<file path="src/rtl/sap_pkg.sv">
package sap_pkg;

  // Flag bits of the ATTRS flags word.
  localparam logic [31:0] FlSize     = 32'h0000_0001;
  localparam logic [31:0] FlUidGid   = 32'h0000_0002;
  localparam logic [31:0] FlPerm     = 32'h0000_0004;
  localparam logic [31:0] FlTimes    = 32'h0000_0008;
  localparam logic [31:0] FlExtended = 32'h8000_0000;

  // Bytes in the size field; every other number is one 32-bit word.
  localparam logic [31:0] SizeBytes = 32'd8;
  localparam logic [31:0] WordBytes = 32'd4;

  typedef enum logic [3:0] {
    PH_FLAGS   = 4'd0,
    PH_SIZE    = 4'd1,
    PH_UID     = 4'd2,
    PH_GID     = 4'd3,
    PH_PERM    = 4'd4,
    PH_ATIME   = 4'd5,
    PH_MTIME   = 4'd6,
    PH_EXTCNT  = 4'd7,
    PH_STRLEN  = 4'd8,
    PH_STRDATA = 4'd9,
    PH_DONE    = 4'd15
  } phase_e;

  typedef enum logic {
    ST_OK        = 1'b0,
    ST_TRUNCATED = 1'b1
  } status_e;

  // One decoded record. The first packed member sits in the highest bits,
  // so the flags word lands in bits 31:0 and the status on top.
  typedef struct packed {
    status_e     status;
    logic [31:0] modify_time;
    logic [31:0] access_time;
    logic [31:0] permissions;
    logic [31:0] group_id;
    logic [31:0] user_id;
    logic [63:0] file_size;
    logic [31:0] attr_flags;
  } result_t;

  localparam int unsigned PayloadBits = $bits(result_t) - 1;

  // First phase at or after p whose field is announced by the flags word.
  function automatic phase_e next_present(phase_e p, logic [31:0] flags);
    phase_e r;
    r = PH_DONE;
    if (p <= PH_EXTCNT && (flags & FlExtended) != '0) r = PH_EXTCNT;
    if (p <= PH_ATIME && (flags & FlTimes) != '0) r = PH_ATIME;
    if (p <= PH_PERM && (flags & FlPerm) != '0) r = PH_PERM;
    if (p <= PH_UID && (flags & FlUidGid) != '0) r = PH_UID;
    if (p <= PH_SIZE && (flags & FlSize) != '0) r = PH_SIZE;
    return r;
  endfunction

endpackage

</file>
<file path="src/rtl/sap_parser.sv">
module sap_parser
  import sap_pkg::*;
(
  input  logic       clk_i,
  input  logic       rst_ni,
  input  logic       fire_i,
  input  logic [7:0] byte_i,
  input  logic       last_i,
  output logic       emit_o,
  output result_t    result_o
);

  phase_e      phase_q, phase_d, phase_cur;
  logic [63:0] acc_q, acc_d, acc_shift;
  logic [31:0] cnt_q, cnt_d, cnt_inc, cnt_dec, need, word;
  logic [31:0] ext_q, ext_d, ext_dec;
  logic        pair_q, pair_d;
  logic [31:0] flags_q, flags_d;
  logic [63:0] size_q, size_d;
  logic [31:0] uid_q, uid_d, gid_q, gid_d, perm_q, perm_d;
  logic [31:0] atime_q, atime_d, mtime_q, mtime_d;
  logic        str_done;

  always_comb begin
    phase_cur = (phase_q > PH_STRDATA) ? PH_FLAGS : phase_q;
    acc_shift = {acc_q[55:0], byte_i};
    word      = acc_shift[31:0];
    cnt_inc   = cnt_q + 32'd1;
    cnt_dec   = cnt_q - 32'd1;
    ext_dec   = ext_q - 32'd1;
    need      = (phase_cur == PH_SIZE) ? SizeBytes : WordBytes;

    phase_d = phase_q;
    acc_d   = acc_q;
    cnt_d   = cnt_q;
    ext_d   = ext_q;
    pair_d  = pair_q;
    flags_d = flags_q;
    size_d  = size_q;
    uid_d   = uid_q;
    gid_d   = gid_q;
    perm_d  = perm_q;
    atime_d = atime_q;
    mtime_d = mtime_q;
    str_done = 1'b0;

    if (fire_i) begin
      phase_d = phase_cur;
      if (phase_cur == PH_STRDATA) begin
        cnt_d = cnt_dec;
        str_done = (cnt_dec == '0);
      end else begin
        acc_d = acc_shift;
        cnt_d = cnt_inc;
        if (cnt_inc >= need) begin
          acc_d = '0;
          cnt_d = '0;
          unique case (phase_cur)
            PH_FLAGS: begin
              flags_d = word;
              phase_d = next_present(PH_SIZE, word);
            end
            PH_SIZE: begin
              size_d  = acc_shift;
              phase_d = next_present(PH_UID, flags_q);
            end
            PH_UID: begin
              uid_d   = word;
              phase_d = PH_GID;
            end
            PH_GID: begin
              gid_d   = word;
              phase_d = next_present(PH_PERM, flags_q);
            end
            PH_PERM: begin
              perm_d  = word;
              phase_d = next_present(PH_ATIME, flags_q);
            end
            PH_ATIME: begin
              atime_d = word;
              phase_d = PH_MTIME;
            end
            PH_MTIME: begin
              mtime_d = word;
              phase_d = next_present(PH_EXTCNT, flags_q);
            end
            PH_EXTCNT: begin
              ext_d   = word;
              pair_d  = 1'b0;
              phase_d = (word != '0) ? PH_STRLEN : PH_DONE;
            end
            default: begin
              // String length word: a zero length ends the string at once.
              if (word != '0) begin
                cnt_d   = word;
                phase_d = PH_STRDATA;
              end else begin
                str_done = 1'b1;
              end
            end
          endcase
        end
      end

      if (str_done) begin
        if (!pair_q) begin
          pair_d  = 1'b1;
          phase_d = PH_STRLEN;
        end else begin
          pair_d  = 1'b0;
          ext_d   = ext_dec;
          phase_d = (ext_dec != '0) ? PH_STRLEN : PH_DONE;
        end
      end
    end

    emit_o = fire_i && (phase_d == PH_DONE || last_i);

    result_o.status      = (phase_d == PH_DONE) ? ST_OK : ST_TRUNCATED;
    result_o.attr_flags  = flags_d;
    result_o.file_size   = size_d;
    result_o.user_id     = uid_d;
    result_o.group_id    = gid_d;
    result_o.permissions = perm_d;
    result_o.access_time = atime_d;
    result_o.modify_time = mtime_d;

    // After a result the next byte opens a fresh record.
    if (emit_o) begin
      phase_d = PH_FLAGS;
      acc_d   = '0;
      cnt_d   = '0;
      ext_d   = '0;
      pair_d  = 1'b0;
      flags_d = '0;
      size_d  = '0;
      uid_d   = '0;
      gid_d   = '0;
      perm_d  = '0;
      atime_d = '0;
      mtime_d = '0;
    end
  end

  always_ff @(posedge clk_i or negedge rst_ni) begin
    if (!rst_ni) begin
      phase_q <= PH_FLAGS;
      acc_q   <= '0;
      cnt_q   <= '0;
      ext_q   <= '0;
      pair_q  <= 1'b0;
      flags_q <= '0;
      size_q  <= '0;
      uid_q   <= '0;
      gid_q   <= '0;
      perm_q  <= '0;
      atime_q <= '0;
      mtime_q <= '0;
    end else begin
      phase_q <= phase_d;
      acc_q   <= acc_d;
      cnt_q   <= cnt_d;
      ext_q   <= ext_d;
      pair_q  <= pair_d;
      flags_q <= flags_d;
      size_q  <= size_d;
      uid_q   <= uid_d;
      gid_q   <= gid_d;
      perm_q  <= perm_d;
      atime_q <= atime_d;
      mtime_q <= mtime_d;
    end
  end

endmodule

</file>
<file path="src/rtl/sftp_attrib_parser.sv">
// SFTP version 3 ATTRS record decoder.
// The slave stream carries the record bytes one per transfer in tdata, with
// tlast marking the last byte of the message. Each byte updates the parse
// state in the cycle it is accepted, so the block takes one byte per clock
// while slave tready is high. When a record completes, or the message ends
// before it completes, one result is loaded into the output register and
// shown on the master stream in the next cycle. tuser gives the status
// (0 complete, 1 truncated) and tdata the decoded fields; absent
// or partly read fields are zero. The byte after a result starts a new
// record. Reset clears the parse state and empties the output register.
// While a result waits and the receiver holds tready low, tready on the
// slave side is low as well; when the receiver takes the result, a new byte
// is accepted in the same cycle, so a steady stream runs at one byte per
// cycle with no bubbles.
module sftp_attrib_parser
  import sap_pkg::*;
(
  input  logic                   clk_i,
  input  logic                   rst_ni,
  input  logic                   s_axis_tvalid_i,
  output logic                   s_axis_tready_o,
  input  logic [7:0]             s_axis_tdata_i,   // data_byte
  input  logic                   s_axis_tlast_i,   // message_end
  output logic                   m_axis_tvalid_o,
  input  logic                   m_axis_tready_i,
  // attr_flags, file_size, user_id, group_id, permissions, access_time,
  // modify_time
  output logic [PayloadBits-1:0] m_axis_tdata_o,
  output logic                   m_axis_tuser_o    // status
);

  logic    fire, emit;
  logic    out_valid_q, out_valid_d;
  result_t res, out_q;

  assign s_axis_tready_o = !out_valid_q || m_axis_tready_i;
  assign fire = s_axis_tvalid_i && s_axis_tready_o;

  sap_parser u_parser (
    .clk_i    (clk_i),
    .rst_ni   (rst_ni),
    .fire_i   (fire),
    .byte_i   (s_axis_tdata_i),
    .last_i   (s_axis_tlast_i),
    .emit_o   (emit),
    .result_o (res)
  );

  always_comb begin
    if (emit) begin
      out_valid_d = 1'b1;
    end else if (m_axis_tready_i) begin
      out_valid_d = 1'b0;
    end else begin
      out_valid_d = out_valid_q;
    end
  end

  always_ff @(posedge clk_i or negedge rst_ni) begin
    if (!rst_ni) begin
      out_valid_q <= 1'b0;
    end else begin
      out_valid_q <= out_valid_d;
    end
  end

  always_ff @(posedge clk_i) begin
    if (emit) begin
      out_q <= res;
    end
  end

  assign m_axis_tvalid_o = out_valid_q;
  assign m_axis_tdata_o  = out_q[PayloadBits-1:0];
  assign m_axis_tuser_o  = out_q.status;

  a_emit_on_transfer: assert property (@(posedge clk_i) disable iff (!rst_ni)
    emit |-> fire)
    else $error("result produced without an input transfer");

  a_no_overwrite: assert property (@(posedge clk_i) disable iff (!rst_ni)
    out_valid_q && !m_axis_tready_i |=> out_valid_q && $stable(out_q))
    else $error("waiting result lost or changed");

  a_size_absent: assert property (@(posedge clk_i) disable iff (!rst_ni)
    out_valid_q && !out_q.attr_flags[0] |-> out_q.file_size == '0)
    else $error("size reported without its flag");

  a_ids_absent: assert property (@(posedge clk_i) disable iff (!rst_ni)
    out_valid_q && !out_q.attr_flags[1] |-> out_q.user_id == '0 && out_q.group_id == '0)
    else $error("uid or gid reported without their flag");

endmodule
</file>
<file path="config.mk">
export PLATFORM = sky130hd
export DESIGN_NAME = sftp_attrib_parser
export DESIGN_NICKNAME = d
export VERILOG_FILES = /design/src/rtl/sap_pkg.sv /design/src/rtl/sap_parser.sv /design/src/rtl/sftp_attrib_parser.sv
export SDC_FILE = /design/constraint.sdc
export NUM_CORES = 1
export LEC_CHECK = 0
export BUFFER_PORTS_ARGS = -buffer_cell sky130_fd_sc_hd__buf_2
export CAP_MARGIN = 20
export CORE_UTILIZATION = 58
export DETAILED_ROUTE_END_ITERATION = 16
export PLACE_DENSITY = 0.78
export SYNTH_ARGS = -nofsm -noshare
export SYNTH_HDL_FRONTEND = slang
export SYNTH_HIERARCHICAL = 1
export SYNTH_SLANG_ARGS = --single-unit
</file>
<file path="constraint.sdc">
create_clock -name clk_i -period 20.6 [get_ports clk_i]
set_input_delay 4.12 -clock clk_i [delete_from_list [all_inputs] [get_ports clk_i]]
set_output_delay 4.12 -clock clk_i [all_outputs]
set_load 0.005 [all_outputs]
</file>
==> out/results.md <==
| Stage | Metric | Reported |
| --- | --- | --- |
| run status | Result of the run | complete, no violations |
| cts | Clock slew seen by the registers of the worst setup and hold paths | 0.06 ns |
| route | Vias per inst | 6.19 |
| die | Die footprint | 48900 um^2 |
| die | Effective utilization at floorplan | 59.3% |
| route | Initial DRC Count | 1781 |
| cts | H-tree levels | 3 |
| grt | Initial antenna violation count | 0 |
| cts | Skew-Pair Late Insertion Delay | 0.60 ns |
| die | Number of placement rows | 79 |
| cts | Clock sinks | 639 |
| timing | Number of pins exceeding their max-slew limit in the final report | 0 |
| die | Chip Width | 221 um |
| synthesis | Ys flop type | sky130_fd_sc_hd__dfrtp_1 |
| synthesis | Xor and xnor area share after synthesis | 0.974% |
| synthesis | Post-Syn Area per Cell | 12.5 um^2 |
| synthesis | Post-synth net total | 2242 |
| pwr | Sw Pwr | 1.17 mW |
| finish | Antenna diode count | 0 |
| cts | Number of gates resized after CTS | 0 |
| placement | RD Place Congestion | 0.973 |
| finish | Fraction of layout cells with a size suffix above 1 | 27.9% |
| pwr | Flop pwr share | 43.9% |
| timing | Max transition margin | 20.9% |
| timing | Final Cycle Share | 49.7% |
| pwr | Maximum vdd drop | 0.0887 mV |
| finish | Net total in the final layout | 2421 |
| setup path | CP startpoint | s_axis_tdata_i[3] |
| route | Via total after detailed routing | 18900 |
| synthesis | Multiplexer fraction of the synthesized cell area | 10.6% |
| timing | Period minus WS final | 10.24 ns |
| route | Number of optimization iterations in the first detailed-route pass | 8 |
| synthesis | Post-synthesis instance area | 27900 um^2 |
| synthesis | Post-synthesis compound-gate area fraction | 8.39% |
| die | Die Y-Extent | 221 um |
| setup path | Worst Path Class, Setup | input port to flop |
| synthesis | Synthesized flop and latch total | 639 |
| setup path | Worst setup endpoint | m_axis_tdata_o[177] |
| timing | Actual slew at the worst max-slew pin | 1.19 ns |
| synthesis | Synth top area cells | sky130_fd_sc_hd__dfrtp_1, sky130_fd_sc_hd__edfxtp_1, sky130_fd_sc_hd__mux2_2 |
| grt | Wire length of the first global-routing pass | 113000 um |
| placement | Count of input and output buffers | 271 |
| pwr | Power Internal | 2.46 mW |
| cts | Buffers inserted by post-CTS timing repair | 0 |
| setup path | Depth of the worst register-to-register path | 17 |
| timing | Setup TNS Final | 0 ns |
| setup path | Launching element type of the critical path | input port |
| setup path | Worst setup EP type | flop |
| grt | Vias in the first global route | 19200 |
| pwr | Power Total | 3.64 mW |
| synthesis | Share of flip-flops with an asynchronous set or reset | 59.8% |
| grt | Pin count of the biggest net entering global routing | 155 |
| synthesis | Adder-Cell Fraction of Synth Area | 0.314% |
| pwr | Share of power burned in combinational logic | 23.0% |
| setup path | Critical R2R Capture | m_axis_tdata_o[177] |
| job | Max cap viols | 0 |
| cts | Inserted Clock Buffers | 66 |
| synthesis | Synth area leader | sky130_fd_sc_hd__dfrtp_1 |
| cts | Root buffer selected by CTS | sky130_fd_sc_hd__clkbuf_16 |
| placement | Half-perimeter wire length after placement | 44000 um |
| timing | Final setup violation count | 0 |
| setup path | Setup slack on the worst flop-to-flop path | 12.30 ns |
| grt | Global route total overflow | 0 |
| setup path | Arrival time reported for the critical path endpoint | 10.44 ns |
| pwr | Pleak | 14.1 nW |
| synthesis | Sequential element share of the synthesized area | 62.0% |
| hold path | Worst min path class | flop to flop |
| synthesis | Number of synthesized flops with an enable pin | 257 |
| synthesis | Post-synthesis simple-gate area fraction | 14.2% |
| cts | Clock Path Buffers | 3 |
| setup path | Start of the worst register-to-register path | u_parser/phase_q[0] |
| pwr | Proportion of total power due to net switching | 32.2% |
| pwr | Clock power frac | 33.1% |
| hold path | Number of cells on the worst hold path | 1 |
| finish | Growth of design area from synthesis to finish | 13.5% |
| route | Routed wire per std cell | 24.0 um |
| die | Number of I/O pins | 272 |
| timing | Post-route clock skew | 0.0280 ns |
| timing | Final-report hold violation count | 0 |
| route | Residual DRC | 0 |
| setup path | Largest fanout on the critical path | 154 |
| synthesis | Largest family of logic cells by synthesized area | simple AND/OR/NAND/NOR gates |
| cts | CTS tree | yes |
| timing | Highest Clock Rate | 0.0977 GHz |
| setup path | Endpoint required time on the critical path | 20.80 ns |
| synthesis | Post-synthesis instance total | 2222 |
| pwr | Power density over the cells | 115 nW/um^2 |
| grt | Global-route usage over all layers | 30.1% |
| synthesis | Number of distinct standard cells referenced by the synthesized netlist | 81 |
| cts | Post-cts hold buffer count | 0 |
| synthesis | Number of synthesis warnings | 6 |
| route | Sum of routed wire length over all layers | 73600 um |
| synthesis | Top cell type's share of synthesized area | 34.3% |
| timing | RSZ-0062 raised after global routing | false |
| route | Number of antenna-violating nets in the routed design | 0 |
| die | Core ar. | 47000 um^2 |
-- cells by family after synthesis --
family,after synthesis
AOI/OAI and AO/OA,336
xor gates and xnor gates,31
adders and majority gates,7
buffers and inverters,219
DFF,639
muxes,262
and+or+nand+nor,728
-- layer usage --
metal	vias to the layer above	global-route usage [%]	share of wire, %
met4	0	10.0	3.0
li1	8393	-	-
met5	-	0	0
met2	726	49.2	49
met1	9668	40.7	42
met3	142	5.72	6.2
-- state kept, by name, indices dropped and copies added (netlist names), 4 cells and up --
| name | count |
|---|---|
| m_axis_tdata_o | 256 |
| u_parser/acc_q | 56 |
| u_parser/atime_q | 32 |
| u_parser/cnt_q | 32 |
| u_parser/ext_q | 32 |
| u_parser/flags_q | 32 |
| u_parser/gid_q | 32 |
| u_parser/mtime_q | 32 |
| u_parser/perm_q | 32 |
| u_parser/phase_q | 4 |
| u_parser/size_q | 64 |
| u_parser/uid_q | 32 |
-- Yosys cell counts (6+ instances only) --
master and count:
sky130_fd_sc_hd__a21oi_1 78, sky130_fd_sc_hd__a22o_1 28, sky130_fd_sc_hd__a22oi_1 18, sky130_fd_sc_hd__a31oi_1 20
sky130_fd_sc_hd__a32oi_1 6, sky130_fd_sc_hd__and2_1 260, sky130_fd_sc_hd__and3_1 6, sky130_fd_sc_hd__buf_1 21
sky130_fd_sc_hd__buf_2 21, sky130_fd_sc_hd__buf_6 15, sky130_fd_sc_hd__clkbuf_1 115, sky130_fd_sc_hd__clkbuf_2 6
sky130_fd_sc_hd__dfrtp_1 382, sky130_fd_sc_hd__edfxtp_1 257, sky130_fd_sc_hd__ha_1 7, sky130_fd_sc_hd__inv_1 34
sky130_fd_sc_hd__mux2_2 259, sky130_fd_sc_hd__nand2_1 106, sky130_fd_sc_hd__nand2b_1 6, sky130_fd_sc_hd__nand3_1 74
sky130_fd_sc_hd__nand4_1 26, sky130_fd_sc_hd__nor2_1 108, sky130_fd_sc_hd__nor3_1 52, sky130_fd_sc_hd__nor4_1 33
sky130_fd_sc_hd__o211ai_1 8, sky130_fd_sc_hd__o21ai_0 46, sky130_fd_sc_hd__o22ai_1 26, sky130_fd_sc_hd__o2bb2ai_1 29
sky130_fd_sc_hd__o32ai_1 8, sky130_fd_sc_hd__or2_2 9, sky130_fd_sc_hd__or3_1 11, sky130_fd_sc_hd__or4_1 11
sky130_fd_sc_hd__xnor2_1 16, sky130_fd_sc_hd__xor2_1 15
-- worst max-delay path: stages --
cell and delay (ns):
sky130_fd_sc_hd__buf_2 0.19, sky130_fd_sc_hd__nor2_1 0.15, sky130_fd_sc_hd__or4b_2 0.65, sky130_fd_sc_hd__nor3_1 0.82
sky130_fd_sc_hd__nand3_1 0.33, sky130_fd_sc_hd__o32a_1 0.28, sky130_fd_sc_hd__a21oi_2 0.20, sky130_fd_sc_hd__a22oi_2 0.25
sky130_fd_sc_hd__o31ai_4 0.85, sky130_fd_sc_hd__nand2_8 0.50, sky130_fd_sc_hd__inv_8 0.81, sky130_fd_sc_hd__buf_12 0.54
-- area by class of cell --
type	instances	area, um^2
clock buffers	87	1840
clock inverters	32	353
fillers	3342	15300
inverters	36	143
multi-input cells	1364	9670
flip-flops and latches	639	17300
well taps	607	759
repair buffers	294	1600
-- power groups by stage --
stage               Combinational, mW  Sequential (mW)  Clock (mW)
floorplan                       0.625             1.51           0
global placement                0.810             1.61           0
detailed placement              0.819             1.62           0
CTS                             0.824             1.59        1.22
global route                    0.902             1.61        1.27
finish                          0.836             1.60        1.20
-- metrics by stage --
step | area (um^2) | utilization [%] | setup slack (ns) | cells | hold slack (ns)
finish | 31600 | 67.4 | 10.36 | 3059 | 0.500
global route | 31600 | 67.4 | 10.13 | 3059 | 0.515
CTS | 31600 | 67.3 | 10.65 | 3057 | 0.502
detailed placement | 29400 | 62.6 | 10.04 | 2938 | 0.486
global placement | 29400 | 62.6 | 10.18 | 2938 | 0.485
floorplan | 27900 | - | 10.34 | 2222 | 0.462
-- worst min-delay path by stage --
stage                               to  slack (ns)          startpoint
floorplan           u_parser/acc_q[48]        0.46  u_parser/acc_q[48]
global placement    u_parser/acc_q[49]        0.48  u_parser/acc_q[49]
detailed placement  u_parser/acc_q[50]        0.49  u_parser/acc_q[50]
CTS                 u_parser/acc_q[49]        0.50  u_parser/acc_q[49]
global route        u_parser/acc_q[49]        0.51  u_parser/acc_q[49]
finish              u_parser/acc_q[53]        0.50  u_parser/acc_q[53]
-- cells in the final DEF, fill, tap and decap left out, types with 8 or more instances in the layout --
cell type,count
sky130_fd_sc_hd__xnor2_1,16
sky130_fd_sc_hd__or2_2,9
sky130_fd_sc_hd__xor2_1,15
sky130_fd_sc_hd__clkinv_1,12
sky130_fd_sc_hd__or4_1,11
sky130_fd_sc_hd__or3_1,10
sky130_fd_sc_hd__buf_4,19
sky130_fd_sc_hd__a21oi_1,78
sky130_fd_sc_hd__nor4_1,32
sky130_fd_sc_hd__o2bb2ai_1,29
sky130_fd_sc_hd__clkbuf_16,70
sky130_fd_sc_hd__and2_1,260
sky130_fd_sc_hd__a31oi_1,20
sky130_fd_sc_hd__a22o_1,28
sky130_fd_sc_hd__edfxtp_1,257
sky130_fd_sc_hd__o21ai_0,46
sky130_fd_sc_hd__nor2_1,106
sky130_fd_sc_hd__a22oi_1,18
sky130_fd_sc_hd__o32ai_1,8
sky130_fd_sc_hd__o22ai_1,26
sky130_fd_sc_hd__nor3_1,52
sky130_fd_sc_hd__nand3_1,73
sky130_fd_sc_hd__mux2_2,259
sky130_fd_sc_hd__nand2_1,101
sky130_fd_sc_hd__nand4_1,26
sky130_fd_sc_hd__clkbuf_1,15
sky130_fd_sc_hd__buf_2,270
sky130_fd_sc_hd__inv_1,34
sky130_fd_sc_hd__o211ai_1,8
sky130_fd_sc_hd__dfrtp_1,382
Note: power is estimated with default switching activity, not from simulation.
